--- src/lbps_pkg.sv ---
// Shared constants, types and pattern ROM of the LED and buzzer pattern sequencer.
package lbps_pkg;

    localparam int TICK_MS = 10;
    localparam int STEPS   = 6;
    localparam int STATES  = 9;

    localparam int COLS    = 8;
    localparam int STW     = 4;
    localparam int STEPW   = 3;
    localparam int TICKW   = 12;

    localparam logic KIND_TICK    = 1'b0;
    localparam logic KIND_REQUEST = 1'b1;

    localparam logic [TICKW-1:0] T50   = TICKW'(50 / TICK_MS);
    localparam logic [TICKW-1:0] T100  = TICKW'(100 / TICK_MS);
    localparam logic [TICKW-1:0] T500  = TICKW'(500 / TICK_MS);
    localparam logic [TICKW-1:0] T750  = TICKW'(750 / TICK_MS);
    localparam logic [TICKW-1:0] T1000 = TICKW'(1000 / TICK_MS);
    localparam logic [TICKW-1:0] T1500 = TICKW'(1500 / TICK_MS);
    localparam logic [TICKW-1:0] T2000 = TICKW'(2000 / TICK_MS);
    localparam logic [TICKW-1:0] T3000 = TICKW'(3000 / TICK_MS);

    typedef struct packed {
        logic [COLS-1:0]            valid;
        logic [COLS-1:0][TICKW-1:0] ticks;
        logic [COLS-1:0]            lvl;
        logic                       rep;
    } t_row;

    typedef struct packed {
        logic level;
        logic running;
    } t_chan_out;

    function automatic t_row mk_row(input int n,
                                    input logic [TICKW-1:0] a0, input logic [TICKW-1:0] a1,
                                    input logic [TICKW-1:0] a2, input logic [TICKW-1:0] a3,
                                    input logic [TICKW-1:0] a4, input logic [TICKW-1:0] a5,
                                    input logic [7:0] lvl, input logic rep);
        t_row r;
        r = '0;
        r.ticks[0] = a0;
        r.ticks[1] = a1;
        r.ticks[2] = a2;
        r.ticks[3] = a3;
        r.ticks[4] = a4;
        r.ticks[5] = a5;
        for (int i = 0; i < COLS; i++) begin
            r.valid[i] = (i < n) && (i < STEPS);
        end
        r.lvl = lvl;
        r.rep = rep;
        return r;
    endfunction

    function automatic logic known_state(input logic [STW-1:0] st);
        return ({1'b0, st} < 5'(STATES)) && (st < 4'd9);
    endfunction

    function automatic t_row led_row(input logic [STW-1:0] st);
        t_row r;
        case (st)
            4'd0:    r = mk_row(4, T100, T50, T100, T1000, '0, '0, 8'h05, 1'b1);
            4'd1:    r = mk_row(2, T3000, T3000, '0, '0, '0, '0, 8'h01, 1'b1);
            4'd2:    r = mk_row(2, T500, T500, '0, '0, '0, '0, 8'h01, 1'b1);
            4'd3:    r = mk_row(1, T50, '0, '0, '0, '0, '0, 8'h01, 1'b0);
            4'd4:    r = mk_row(6, T100, T50, T100, T500, T500, T2000, 8'h15, 1'b1);
            4'd5:    r = mk_row(2, T100, T1000, '0, '0, '0, '0, 8'h01, 1'b1);
            4'd6:    r = mk_row(6, T500, T500, T500, T500, T1500, T2000, 8'h15, 1'b1);
            4'd7:    r = mk_row(2, T100, T100, '0, '0, '0, '0, 8'h01, 1'b1);
            4'd8:    r = mk_row(2, T100, T3000, '0, '0, '0, '0, 8'h01, 1'b1);
            default: r = '0;
        endcase
        if (!known_state(st)) begin
            r = '0;
        end
        return r;
    endfunction

    function automatic t_row beep_row(input logic [STW-1:0] st);
        t_row r;
        r = mk_row(2, T750, T500, '0, '0, '0, '0, 8'h01, 1'b0);
        if (!known_state(st)) begin
            r = '0;
        end
        return r;
    endfunction

endpackage

--- src/lbps_chan.sv ---
// One pattern channel: step, tick counter, drive level and run flag.
module lbps_chan (
    input  logic                i_clk,
    input  logic                i_rst_n,
    input  logic                i_start,
    input  logic                i_tick,
    input  lbps_pkg::t_row      i_row,
    output lbps_pkg::t_chan_out o_next
);
    import lbps_pkg::*;

    logic [STEPW-1:0] r_step, n_step, s_step;
    logic [TICKW-1:0] r_ticks, n_ticks, s_ticks;
    logic             r_level, n_level, s_level;
    logic             r_running, n_running, s_running;
    logic [TICKW-1:0] need;
    logic [TICKW-1:0] inc;
    logic [STEPW:0]   nxt;
    logic             nxt_ok;
    logic [STEPW-1:0] wrap_step;

    always_comb begin
        s_step    = r_step;
        s_ticks   = r_ticks;
        s_level   = r_level;
        s_running = r_running;
        if (i_start) begin
            s_step  = '0;
            s_ticks = '0;
            if (i_row.valid[0]) begin
                s_level   = i_row.lvl[0];
                s_running = 1'b1;
            end else begin
                s_running = 1'b0;
            end
        end

        need      = i_row.valid[s_step] ? i_row.ticks[s_step] : '0;
        inc       = s_ticks + TICKW'(1);
        nxt       = {1'b0, s_step} + (STEPW+1)'(1);
        nxt_ok    = (nxt < (STEPW+1)'(STEPS)) && i_row.valid[nxt[STEPW-1:0]];
        wrap_step = nxt_ok ? nxt[STEPW-1:0] : '0;

        n_step    = s_step;
        n_ticks   = s_ticks;
        n_level   = s_level;
        n_running = s_running;
        if (i_tick && s_running) begin
            n_ticks = inc;
            if (inc > need) begin
                if (!nxt_ok && !i_row.rep) begin
                    n_step    = '0;
                    n_running = 1'b0;
                end else begin
                    n_step  = wrap_step;
                    n_ticks = '0;
                    n_level = i_row.lvl[wrap_step];
                end
            end
        end
    end

    always_ff @(posedge i_clk) begin
        if (!i_rst_n) begin
            r_step    <= '0;
            r_ticks   <= '0;
            r_level   <= 1'b0;
            r_running <= 1'b0;
        end else begin
            r_step    <= n_step;
            r_ticks   <= n_ticks;
            r_level   <= n_level;
            r_running <= n_running;
        end
    end

    assign o_next.level   = n_level;
    assign o_next.running = n_running;

endmodule

--- src/lbps_out.sv ---
// Result register of the master-side stream.
module lbps_out (
    input  logic       i_clk,
    input  logic       i_rst_n,
    input  logic       i_load,
    input  logic [7:0] i_data,
    input  logic       i_ready,
    output logic       o_valid,
    output logic [7:0] o_data,
    output logic       o_free
);
    logic       r_valid, n_valid;
    logic [7:0] r_data;

    assign o_free = !r_valid || i_ready;

    always_comb begin
        n_valid = r_valid;
        if (i_load) begin
            n_valid = 1'b1;
        end else if (i_ready) begin
            n_valid = 1'b0;
        end
    end

    always_ff @(posedge i_clk) begin
        if (!i_rst_n) begin
            r_valid <= 1'b0;
        end else begin
            r_valid <= n_valid;
        end
    end

    always_ff @(posedge i_clk) begin
        if (i_load) begin
            r_data <= i_data;
        end
    end

    assign o_valid = r_valid;
    assign o_data  = r_data;

endmodule

--- src/led_buzzer_pattern_sequencer.sv ---
// Top level of the LED and buzzer pattern sequencer.
// A result word is registered and valid in the cycle after its input word is taken.
// Throughput: one input word per cycle; the result register stalls input
// only while it holds a word that the master side has not taken.
// Reset (synchronous, active low) clears the pending request, the shown
// state, both channels and the valid flag of the result register.
module led_buzzer_pattern_sequencer (
    input  logic       i_clk,
    input  logic       i_rst_n,
    input  logic       i_s_axis_tvalid,
    output logic       o_s_axis_tready,
    input  logic [7:0] i_s_axis_tdata,  // [3:0] new_state, [7:4] zero
    input  logic       i_s_axis_tuser,  // [0] kind
    output logic       o_m_axis_tvalid,
    input  logic       i_m_axis_tready,
    output logic [7:0] o_m_axis_tdata   // [0] led_on, [1] buzzer_on, [2] led_active,
                                        // [3] buzzer_active, [7:4] shown_state
);
    import lbps_pkg::*;

    logic           in_acc;
    logic           tick;
    logic           start;
    logic           free;
    logic           r_pending_valid, n_pending_valid;
    logic [STW-1:0] r_pending_state, n_pending_state;
    logic [STW-1:0] r_active_state, n_active_state;
    t_row           led_r, beep_r;
    t_chan_out      led_n, beep_n;

    assign in_acc = i_s_axis_tvalid && free;
    assign tick   = in_acc && (i_s_axis_tuser == KIND_TICK);
    assign start  = tick && r_pending_valid;

    always_comb begin
        n_pending_valid = r_pending_valid;
        n_pending_state = r_pending_state;
        n_active_state  = r_active_state;
        if (in_acc && (i_s_axis_tuser == KIND_REQUEST)) begin
            n_pending_valid = 1'b1;
            n_pending_state = i_s_axis_tdata[STW-1:0];
        end else if (start) begin
            n_pending_valid = 1'b0;
            n_active_state  = r_pending_state;
        end
    end

    always_ff @(posedge i_clk) begin
        if (!i_rst_n) begin
            r_pending_valid <= 1'b0;
            r_pending_state <= '0;
            r_active_state  <= '0;
        end else begin
            r_pending_valid <= n_pending_valid;
            r_pending_state <= n_pending_state;
            r_active_state  <= n_active_state;
        end
    end

    assign led_r  = led_row(n_active_state);
    assign beep_r = beep_row(n_active_state);

    lbps_chan u_led (
        .i_clk   (i_clk),
        .i_rst_n (i_rst_n),
        .i_start (start),
        .i_tick  (tick),
        .i_row   (led_r),
        .o_next  (led_n)
    );

    lbps_chan u_beep (
        .i_clk   (i_clk),
        .i_rst_n (i_rst_n),
        .i_start (start),
        .i_tick  (tick),
        .i_row   (beep_r),
        .o_next  (beep_n)
    );

    lbps_out u_out (
        .i_clk   (i_clk),
        .i_rst_n (i_rst_n),
        .i_load  (in_acc),
        .i_data  ({n_active_state, beep_n.running, led_n.running, beep_n.level, led_n.level}),
        .i_ready (i_m_axis_tready),
        .o_valid (o_m_axis_tvalid),
        .o_data  (o_m_axis_tdata),
        .o_free  (free)
    );

    assign o_s_axis_tready = free;

    a_req_pending: assert property (@(posedge i_clk) disable iff (!i_rst_n)
        (in_acc && i_s_axis_tuser == KIND_REQUEST) |=> r_pending_valid)
        else $error("request word did not leave a pending state");

    a_result_follows: assert property (@(posedge i_clk) disable iff (!i_rst_n)
        in_acc |=> o_m_axis_tvalid)
        else $error("accepted word produced no result word");

    a_start_applies: assert property (@(posedge i_clk) disable iff (!i_rst_n)
        start |=> (!r_pending_valid && r_active_state == $past(r_pending_state)))
        else $error("pending state not applied on tick");

endmodule
--- config.mk ---
export PLATFORM = sky130hd
export DESIGN_NAME = led_buzzer_pattern_sequencer
export DESIGN_NICKNAME = d
export VERILOG_FILES = /design/src/lbps_pkg.sv /design/src/lbps_chan.sv /design/src/lbps_out.sv /design/src/led_buzzer_pattern_sequencer.sv
export SDC_FILE = /design/constraint.sdc
export NUM_CORES = 1
export LEC_CHECK = 0
export ABC_AREA = 1
export BUFFER_PORTS_ARGS = -buffer_cell sky130_fd_sc_hd__clkbuf_2
export CORE_ASPECT_RATIO = 1.2
export CORE_MARGIN = 3
export CORE_UTILIZATION = 46
export DETAILED_ROUTE_END_ITERATION = 6
export PLACE_DENSITY = 0.71
export SLEW_MARGIN = 20
export SYNTH_ARGS = -nofsm -noshare
export SYNTH_HDL_FRONTEND = slang
export SYNTH_SLANG_ARGS = --single-unit
--- constraint.sdc ---
create_clock -name i_clk -period 10.35 [get_ports i_clk]
set_input_delay 2.07 -clock i_clk [delete_from_list [all_inputs] [get_ports i_clk]]
set_output_delay 2.07 -clock i_clk [all_outputs]
set_load 0.01 [all_outputs]
==> results of run 1 <==
[routing by layer]
layer | vias to the layer above | share of wire | global-route usage
li1 | 1861 | - | -
met1 | 1679 | 0.44 | 0.2288
met2 | 72 | 0.51 | 0.3486
met3 | 16 | 0.029 | 0.02667
met4 | 0 | 0.021 | 0.06893
met5 | - | 0 | 0
[power by group through the flow]
stage	Combinational [µW]	Sequential, µW	Clock, µW
3_5_place_dp	53.0	219	0
5_1_grt	60.2	215	172
6_report	53.0	214	159
4_1_cts	53.2	214	163
2_1_floorplan	39.4	219	0
3_3_place_gp	51.5	219	0
[synthesized netlist by cell type (all sizes together)]
| library cell | n |
|---|---|
| a21oi | 42 |
| a221oi | 1 |
| a22o | 1 |
| a31oi | 2 |
| buf | 12 |
| clkbuf | 4 |
| clkinv | 1 |
| dfxtp | 44 |
| edfxtp | 8 |
| ha | 25 |
| inv | 68 |
| nand2 | 163 |
| nand3 | 57 |
| nand3b | 1 |
| nand4 | 14 |
| nor2 | 59 |
| nor3 | 3 |
| nor4 | 2 |
| o211ai | 3 |
| o21a | 1 |
| o21ai | 38 |
| o22ai | 1 |
| o31ai | 1 |
| or2 | 1 |
| or3 | 1 |
| xnor2 | 3 |
| xor2 | 5 |
[state kept, by name, indices dropped and copies added (netlist names)]
| signal | flops |
|---|---|
| u_beep.r_ticks | 12 |
| u_led.r_ticks | 12 |
| u_out.o_data | 8 |
| r_active_state | 4 |
| r_pending_state | 4 |
| u_beep.r_step | 3 |
| u_led.r_step | 3 |
| r_pending_valid | 1 |
| u_beep.r_level | 1 |
| u_beep.r_running | 1 |
| u_led.r_level | 1 |
| u_led.r_running | 1 |
| u_out.o_valid | 1 |
[worst paths after layout]
path	from	to	slack (ns)	depth (start not counted)
worst max-delay path	i_m_axis_tready	u_out.o_data[0]$_DFFE_PN_	4.11	28
worst min-delay path	r_pending_state[1]$_SDFFE_PN0P_	r_pending_state[1]$_SDFFE_PN0P_	0.47	2
worst max register to register	u_out.o_valid$_SDFFE_PN0P_	u_out.o_data[0]$_DFFE_PN_	5.63	26
worst min register to register	r_pending_state[1]$_SDFFE_PN0P_	r_pending_state[1]$_SDFFE_PN0P_	0.47	2
[per-stage QoR]
step	area, µm²	hold slack, ns
after detailed placement	4010	0.4603
after floorplan	3896	0.4298
final	4143	0.4708
after global routing	4143	0.5116
after CTS	4143	0.4761
after global placement	4010	0.4522
[placed cells by master (no fill, tap or decap), drive strengths merged, types with 2 or more instances in the layout]
cell and instances:
a21oi 42, a31oi 2, clkbuf 24, dfxtp 44, edfxtp 8, ha 25
inv 69, nand2 163, nand3 57, nand4 14, nor2 59, nor3 3
nor4 2, o211ai 3, o21ai 38, xnor2 3, xor2 5
[final cells by class]
cell class	count	area share
Multi-Input combinational cell	424	0.5766
Sequential cell	52	0.2706
Inverter	69	0.06282
Tap cell	114	0.03443
Timing Repair Buffer	19	0.02356
Clock buffer	6	0.02265
Clock inverter	2	0.009363
[logic make-up after synthesis]
group                      after synthesis  synth area share
and+or+nand+nor                        301            0.3854
DFF                                     52            0.2877
buffers and inverters                   85           0.09923
xor gates and xnor gates                 8           0.01798
adders and majority gates               25           0.08028
AOI/OAI and AO/OA                       90            0.1294
[worst min-delay path: stages, from the launching register on]
cell,delay [ns]
dfxtp_1,0.31
inv_1,0.06
a21oi_1,0.06
==> impl_results.md, run 1 <==
* Max Buffers Root-to-Sink at 2
* Drt wl/cell at 12.69 µm
* Post-Route Utilization at 0.5053
* Register bit total from synthesis at 52
* Die X at 90.02 µm
* FP Rows at 36
* Post-synthesis cell area at 3896 µm²
* CTS tree: built
* Leading area contributor after synthesis: dfxtp_1
* Port-buffer cells at 18
* Fin crit period at 6.237 ns
* Outcome: finished, final reports clean
* RSZ-0062 raised after global routing: false
* Synth Instances at 561
* Power share of the combinational group at 0.125
* Crit path max-delay family: simple AND/OR/NAND/NOR gates
* Initial antenna violation count at 0
* Post-DP HPWL at 6552 µm
* Synth top area cells: dfxtp_1 (23%), nand2_1 (14%), ha_1 (8.0%)
* Vias/cell at 5.289
* Synth cell types at 46
* Clock transition at path regs at 0.10 ns
* Largest net degree at the start of global routing at 60
* Highest clock rate at 0.1603 GHz
* DR vias at 3628
* Hold-fix buffers at CTS at 0
* Routed Antenna Nets at 0
* Routability cong. at 0.9061
* Register area share after synthesis at 0.2877
* Max_cap viols at 0
* Share of cells above drive strength 1 at 0.1591
* Maximum vdd drop at 0.00005102 V
* Synth-to-layout area growth at 6.326%
* Critical Path Most Common Cell: nand2_1
* Diodes inserted at 0
* Final layout net count at 609
* DR pass1 iterations at 4
* Pin slew with the least headroom to its limit at 0.7461 ns
* Pwr dens at 102.7 nW/µm²
* Starting density of the core at 0.4753
* Setup crit start kind: primary input
* Hold Path Class: reg -> reg
* Resized cells post-CTS at 0
* WP data required at 10.43 ns
* Clock Power Share at 0.373
* Num CTS Buffers at 5
* Worst slew margin at 0.5021
* Sw Pwr at 109.2 µW
* Root Buffer: clkbuf_8
* # IOs at 23
* Post-synth net total at 599
* Fin. max-slew vios at 0
* Iter 0 DRT Violations at 199
* Crit-path max FO at 59
* Pre-CTS setup slack at 3.860 ns
* Tcrit/Tclk final at 0.6026
* P_int at 316.4 µW
* Crit Path Class: in -> reg
* GRT overflow at 0
* Drt total wl at 8708 µm
* Lkg Pwr at 0.002078 µW
* DRC at 0
* Yosys warnings at 0
* Number of fill cells in the layout at 832
* Final setup margin at 4.113 ns
* Core ar. at 8198 µm²
* Total track usage at 0.1912
* Critical Path AT at 6.31 ns
* Switching share of total power at 0.2565
* Setup_tns at 0 ns
* H-tree depth at 2
* Clock Sinks at 52
* First-pass GRT wire length at 15480 µm
* Final Instance Count excl. Fillers at 686
* Final Skew at 0.008656 ns
* Worst-Skew Late Latency at 0.31 ns
* Final Hold Vio Count at 0
* Power, Total at 425.6 µW
* Seq pwr share at 0.503
* Multi-input gate area at 2389 µm²
* Crit-path max cell delay at 0.54 ns
* Setup bufs post-CTS at 0
* Storage element area at 1121 µm²
* Number of global-route vias before repair at 3470
* Die Span Y at 106.8 µm
* Top cell type's share of synthesized area at 0.2261
* CP max-delay cell: buf_4
* Crit path buf inv count at 6
* Cell total after placement at 678
* Post-synthesis area per instance at 6.945 µm²
* Final setup vio count at 0
* Die Footprint at 9615 µm²
* CP endpoint kind: flop
(Power assumes the default switching activity.)
==> run 2, diff against run 1 <==
PLACE_DENSITY = 0.73   (was 0.71)
clock period = 5.4 ns   (was 10.35 ns; I/O delays follow)
==> run 2 against run 1 <==
Against the previous run: global-route usage is 0.068 points higher; non-clock buffer count is 1 higher; largest cell class unchanged; via count is 2.1% lower; sequential share of layout area hardly changed; register-to-register slack worse by 4.3 ns; first-iteration DRC count is 14% higher; core utilization is 0.092 points higher; cell area is 0.18% higher; count of clock-buffer cells in the layout stayed put; routed wire length is 0.38% lower; hold slack worse by 0.0017 ns; total power is 94% higher.
==> impl_results.md, run 2 (synthesis gave the netlist of run 1 again) <==
* Outcome: finished, final reports clean
* Maximum vdd drop at 0.0001072 V (+110%)
* Routability cong. at 0.8969 (-1.0%)
* CP endpoint kind: flop
* WP data required at 5.48 ns (-4.95 ns)
* FP Rows at 36 (unchanged)
* Clock transition at path regs at 0.09 ns (about the same)
* GRT overflow at 0 (unchanged)
* Total track usage at 0.1919 (+0.0006791)
* Seq pwr share at 0.496 (-0.007)
* Worst slew margin at 0.4880 (-0.01411)
* Gr busiest metal: met2
* Resized cells post-CTS at 0 (unchanged)
* Highest clock rate at 0.2189 GHz
* Port-buffer cells at 18 (unchanged)
* Tcrit/Tclk final at 0.8458
* Most frequent cells in the layout: nand2_1 (144), inv_1 (61), nand3_1 (49)
* H-tree depth at 2 (unchanged)
* Most common cell after layout, fill and taps aside: nand2_1
* Share of cells above drive strength 1 at 0.1588 (-0.0002776)
* Clock Sinks at 52 (unchanged)
* First-pass GRT wire length at 15410 µm (-0.40%)
* Post-DP HPWL at 6504 µm (-0.73%)
* Clock Power Share at 0.382 (+0.009)
* Largest net degree at the start of global routing at 48 (-20%)
* Max_cap viols at 0 (unchanged)
* Setup crit start kind: primary input
* Lkg Pwr at 0.002080 µW (+0.13%)
* # IOs at 23 (unchanged)
* Power share of the combinational group at 0.123 (-0.002)
* Initial antenna violation count at 0 (unchanged)
* Met2 global-route usage at 0.3481 (-0.0005339)
* Hold-fix buffers at CTS at 0 (unchanged)
* Synth-to-layout area growth at 6.519%
* DR vias at 3553 (-2.1%)
* Worst-Skew Late Latency at 0.31 ns (about the same)
* DRC at 0 (unchanged)
* Setup_tns at 0 ns (unchanged)
* RSZ-0062 raised after global routing: false
* Crit Path Class: in -> reg
* Setup bufs post-CTS at 0 (unchanged)
* Pwr dens at 199.3 nW/µm² (+94%)
* Die X at 90.02 µm (unchanged)
* Crit-path max FO at 13 (-78%)
* Fin. max-slew vios at 0 (unchanged)
* Diodes inserted at 0 (unchanged)
* Vias/cell at 5.172 (-2.2%)
* Hold Path Class: reg -> reg
* Final Skew at 0.01278 ns (+0.004123 ns)
* Met3 GRT Util at 0.02737 (+0.0007018)
* Critical Path AT at 4.65 ns (-1.66 ns)
* Number of global-route vias before repair at 3494 (+0.69%)
* Final Hold Vio Count at 0 (unchanged)
* CTS tree: built
* Starting density of the core at 0.4753 (unchanged)
* Pin slew with the least headroom to its limit at 0.7672 ns (+0.02113 ns)
* DR pass1 iterations at 4 (unchanged)
* P_int at 624.1 µW (+97%)
* Switching share of total power at 0.2453 (-0.01124)
* Max Buffers Root-to-Sink at 2 (unchanged)
* Fin crit period at 4.567 ns
* Sw Pwr at 202.9 µW (+86%)
* Iter 0 DRT Violations at 226 (+14%)
* Met1 GRT Util at 0.2300 (+0.001242)
* Final layout net count at 610 (+0.16%)
* Root Buffer: clkbuf_8
* Hold Worst Slack at 0.4691 ns (-0.001709 ns)
* Core ar. at 8198 µm² (unchanged)
* Die Footprint at 9615 µm² (unchanged)
* Power, Total at 827.0 µW (+94%)
* DP Area at 4018 µm² (+0.19%)
* Drt total wl at 8675 µm (-0.38%)
* Final setup vio count at 0 (unchanged)
* Final instance area at 4150 µm² (+0.18%)
* Routed Antenna Nets at 0 (unchanged)
* Num CTS Buffers at 5 (unchanged)
* Drt wl/cell at 12.63 µm (-0.52%)
* Die Span Y at 106.8 µm (unchanged)
-- run 2: cell count changes in the layout (fill, tap and decap cells not counted) --
cell,delta
bufinv_16,+1
clkbuf_16,-1
inv_6,-1
buf_4,+1
clkbuf_1,+1
-- run 2: final cells by class --
class,instances,area [µm²]
sequential,52,1121
clock inverter,2,60.06
timing repair buffer,20,105.1
clock buffer,6,72.57
inverter,69,260.3
fill,815,4048
multi-input combinational,424,2389
tap,114,142.6
-- run 2: worst paths after layout --
path / depth (start not counted) / slack (ns) / to / start
max: 28 / 0.83 / u_out.o_data[0]$_DFFE_PN_ / i_s_axis_tuser
min: 2 / 0.47 / r_pending_state[1]$_SDFFE_PN0P_ / r_pending_state[1]$_SDFFE_PN0P_
max reg2reg: 27 / 1.36 / u_out.o_data[0]$_DFFE_PN_ / u_out.o_valid$_SDFFE_PN0P_
min reg2reg: 2 / 0.47 / r_pending_state[1]$_SDFFE_PN0P_ / r_pending_state[1]$_SDFFE_PN0P_
-- run 2: layer usage --
| layer | vias to the layer above | share of wire | routed length, µm |
|---|---|---|---|
| li1 | 1866 | - | - |
| met1 | 1623 | 0.44 | 3852 |
| met2 | 53 | 0.51 | 4431 |
| met3 | 11 | 0.026 | 228 |
| met4 | 0 | 0.019 | 161 |
| met5 | - | 0 | 0 |
-- run 2: stage by stage --
step | utilization | instances | setup slack, ns
after floorplan | - | 561 | 1.179
after global placement | 0.4901 | 679 | 0.6618
after detailed placement | 0.4901 | 679 | 0.5446
after CTS | 0.5063 | 687 | 0.8811
after global routing | 0.5063 | 687 | 0.4615
final | 0.5063 | 687 | 0.8326
-- run 2: power by group through the flow --
stage,Combinational [µW],Clock (µW),Sequential [µW]
3_5_place_dp,102,0,419
4_1_cts,102,322,410
2_1_floorplan,75.5,0,421
5_1_grt,116,338,411
6_report,101,316,410
3_3_place_gp,99.6,0,419
-- run 2: worst max-delay path: stages --
cell and delay (ns):
clkbuf_2 0.11, inv_2 0.07, nand4_4 0.25, inv_2 0.21
nand2_1 0.06, o21ai_1 0.07, buf_4 0.16, ha_1 0.23
inv_1 0.10, nor3_1 0.30, o21ai_1 0.12, nand2_1 0.11
nand2_1 0.07, nand2_1 0.09, nand3_1 0.10, ha_1 0.30
a21oi_1 0.18, o21ai_0 0.12, nand2_1 0.07, nand2_1 0.06
a21oi_1 0.15, nor2_1 0.09, nor2_2 0.13, nand3_4 0.12
nand3_1 0.11, nand2_1 0.06, nand2_1 0.08, inv_1 0.04
==> run 3, diff against run 2 <==
clock period = 3.8 ns   (was 5.4 ns; I/O delays follow)
==> run 3 against run 2 <==
Against the previous run: the flow now finishes with violations (setup timing); die area did not move; sequential share of layout area fell by 3.6 points; sequential power rose by 42%; non-clock buffer count rose by 55; sequential cell count did not move; clock skew rose by 0.00070 ns; first-iteration DRC count fell by 9.3%; critical path depth fell by 5; register-to-register slack got worse by 1.2 ns; total power rose by 33%; via count rose by 8.6%; final cell count rose by 8.0%.
==> impl_results.md, run 3 (synthesis gave the netlist of run 1 again) <==
* Reg2reg setup slack at 0.15 ns (-1.21 ns)
* Post-DP HPWL at 7149 µm (+9.9%)
* Failing checks: setup timing
* Total track usage at 0.1984 (+0.006479)
* RSZ-0062 raised after global routing: true
* Final instance area at 4790 µm² (+15%)
* Worst-Skew Late Latency at 0.31 ns (about the same)
* Hold Worst Slack at 0.5173 ns (+0.04820 ns)
* R2R cell count at 21 (-22%)
* Final setup vio count at 1 (+1)
* Starting density of the core at 0.4753 (unchanged)
* R2r endpoint: u_out.o_data[0]$_DFFE_PN_
* Crit Path Class: in -> reg
* Hold endpoint: r_pending_state[3]$_SDFFE_PN0P_
* Diodes inserted at 0 (unchanged)
* Die X at 90.02 µm (unchanged)
* Setup crit start kind: primary input
* CP max-delay cell: or3_4
* First-pass GRT wire length at 16060 µm (+4.2%)
* CP endpoint kind: flop
* FP Rows at 36 (unchanged)
* WP data required at 3.89 ns (-1.59 ns)
* Hold-fix buffers at CTS at 0 (unchanged)
* Largest net degree at the start of global routing at 38 (-21%)
* Routed Antenna Nets at 0 (unchanged)
* Clock Sinks at 52 (unchanged)
* Crit-path max FO at 5 (-8)
* Number of global-route vias before repair at 3791 (+8.5%)
* Num CTS Buffers at 5 (unchanged)
* GRT overflow at 0 (unchanged)
* DP Area at 4422 µm² (+10%)
* # IOs at 23 (unchanged)
* Worst R2R Start: u_out.o_valid$_SDFFE_PN0P_
* Port-buffer cells at 18 (unchanged)
* Worst slew margin at 0.4659 (-0.02203)
* DR vias at 3860 (+8.6%)
* Routability cong. at 0.9247 (+3.1%)
* Root Buffer: clkbuf_8
* Die Span Y at 106.8 µm (unchanged)
* HP Start: r_pending_state[3]$_SDFFE_PN0P_
* Drt total wl at 9547 µm (+10%)
* Initial antenna violation count at 0 (unchanged)
* Critical Path AT at 3.91 ns (-0.74 ns)
* Critical Path Most Common Cell: nand3_4
* Final Skew at 0.01347 ns (+0.0006953 ns)
* DR pass1 iterations at 4 (unchanged)
* Most common cell after layout, fill and taps aside: nand2_1
* CP cell instances: buf_6, inv_4, nand2_4, nand4_4, inv_4, o21ai_4, ha_4, nand3_4, a21oi_2, o21ai_1, nand2_1, nand3_2, or3_4, ha_4, nand3_4, nor4_4, nor2_2, nor2_2, nand3_4, nand3_2, nand2_1, nand2_2, inv_1
* CTS tree: built
* Final layout net count at 665 (+9.0%)
* Fin crit period at 3.827 ns
* DRC at 0 (unchanged)
* Final Hold Vio Count at 0 (unchanged)
* Tcrit/Tclk final at 1.007
* Crit path max-delay family: simple AND/OR/NAND/NOR gates
* Hold Path Class: reg -> reg
* Drt wl/cell at 12.87 µm (+1.9%)
* Outcome: finished with violations
* Crit path buf inv count at 4 (-2)
* Hold path depth at 2 (unchanged)
* Iter 0 DRT Violations at 205 (-9.3%)
* Max_cap viols at 0 (unchanged)
* Pin slew with the least headroom to its limit at 0.8002 ns (+0.03301 ns)
* H-tree depth at 2 (unchanged)
* Maximum vdd drop at 0.0001765 V (+65%)
* Most frequent cells in the layout: nand2_1 (139), inv_1 (59), buf_4 (52)
* Core ar. at 8198 µm² (unchanged)
* Highest clock rate at 0.2613 GHz
* Final setup margin at -0.02690 ns (-0.8595 ns)
* Share of cells above drive strength 1 at 0.2898 (+0.1310)
* Fin. max-slew vios at 0 (unchanged)
* Synth-to-layout area growth at 22.93%
* Clock transition at path regs at 0.10 ns (about the same)
* Pwr dens at 229.9 nW/µm² (+15%)
* Lkg Pwr at 0.002371 µW (+14%)
* Vias/cell at 5.202 (+0.59%)
* Crit-path max cell delay at 0.42 ns (+0.12 ns)
* Max Buffers Root-to-Sink at 2 (unchanged)
* Die Footprint at 9615 µm² (unchanged)
## run 3: cell count changes in the layout (fill, tap and decap cells not counted), moves of 4 or more
cell     delta
o21ai_0     -6
a21oi_1     -7
a21oi_2     +7
ha_4        +4
nand2_1     -5
buf_6       +5
ha_1        -5
nand3_1     -5
buf_4      +50
## run 3: cell type report
cell class,instances,area (µm²)
Clock buffer,6,72.57
Sequential cell,52,1121
Timing Repair Buffer,75,551.8
Clock inverter,2,16.27
Multi-Input combinational cell,424,2620
Fill cell,749,3408
Inverter,69,265.3
Tap cell,114,142.6
## run 3: per-layer routing
metal / vias to the layer above / wire [µm] / global-route usage / part of all wire
li1: 1987 / - / - / -
met1: 1805 / 3910 / 0.2252 / 0.41
met2: 53 / 5154 / 0.3828 / 0.54
met3: 15 / 273 / 0.01895 / 0.029
met4: 0 / 208 / 0.07221 / 0.022
met5: - / 0 / 0 / 0
## run 3: worst reg2reg max path, cell delays in order, from the launching register on
cell,delay [ns]
dfxtp_1,0.39
nand2_4,0.07
nand4_4,0.16
inv_4,0.07
o21ai_4,0.26
ha_4,0.21
nand3_4,0.09
a21oi_2,0.17
o21ai_1,0.09
nand2_1,0.11
nand3_2,0.09
or3_4,0.43
ha_4,0.30
nand3_4,0.08
nor4_4,0.24
nor2_2,0.09
nor2_2,0.15
nand3_4,0.16
nand3_2,0.10
nand2_1,0.08
nand2_2,0.07
inv_1,0.03
## run 3: worst max-delay path by stage
| stage | start | to | slack (ns) | depth (start not counted) |
|---|---|---|---|---|
| 6_report | i_m_axis_tready | u_out.o_data[0]$_DFFE_PN_ | -0.03 | 23 |
| 5_1_grt | i_m_axis_tready | u_out.o_data[0]$_DFFE_PN_ | -0.21 | 28 |
| 4_1_cts | i_s_axis_tuser | u_out.o_data[0]$_DFFE_PN_ | 0.03 | 24 |
| 3_5_place_dp | i_s_axis_tuser | u_out.o_data[0]$_DFFE_PN_ | -0.37 | 24 |
| 3_3_place_gp | i_m_axis_tready | u_out.o_data[0]$_DFFE_PN_ | -0.31 | 27 |
| 2_1_floorplan | i_m_axis_tready | u_out.o_data[0]$_DFFE_PN_ | 0.01 | 26 |
## run 3: through the flow
| stage | utilization | worst slack, ns | instances | setup TNS [ns] | power, µW |
|---|---|---|---|---|---|
| finish | 0.5842 | -0.02690 | 742 | -0.02690 | 1101 |
| global placement | 0.5394 | -0.3112 | 727 | -4.159 | 763.4 |
| floorplan | - | 0.01426 | 561 | 0 | 710.1 |
| global route | 0.5842 | -0.2141 | 742 | -2.200 | 1150 |
| detailed placement | 0.5394 | -0.3692 | 727 | -5.433 | 768.0 |
| CTS | 0.5522 | 0.02529 | 735 | 0 | 1083 |
## run 3: report_power, final
group	internal [µW]	switching [µW]
sequential	575	8.47
clock	131	186
combinational	84.7	116
total	791	310
## run 3: timing repair
| action | CTS | global route |
|---|---|---|
| setup buffers | 0 | 7 |
| endpoints found under the setup margin | 10 | 24 |
| pin swaps | 0 | 26 |
| resized for setup | 3 | 50 |
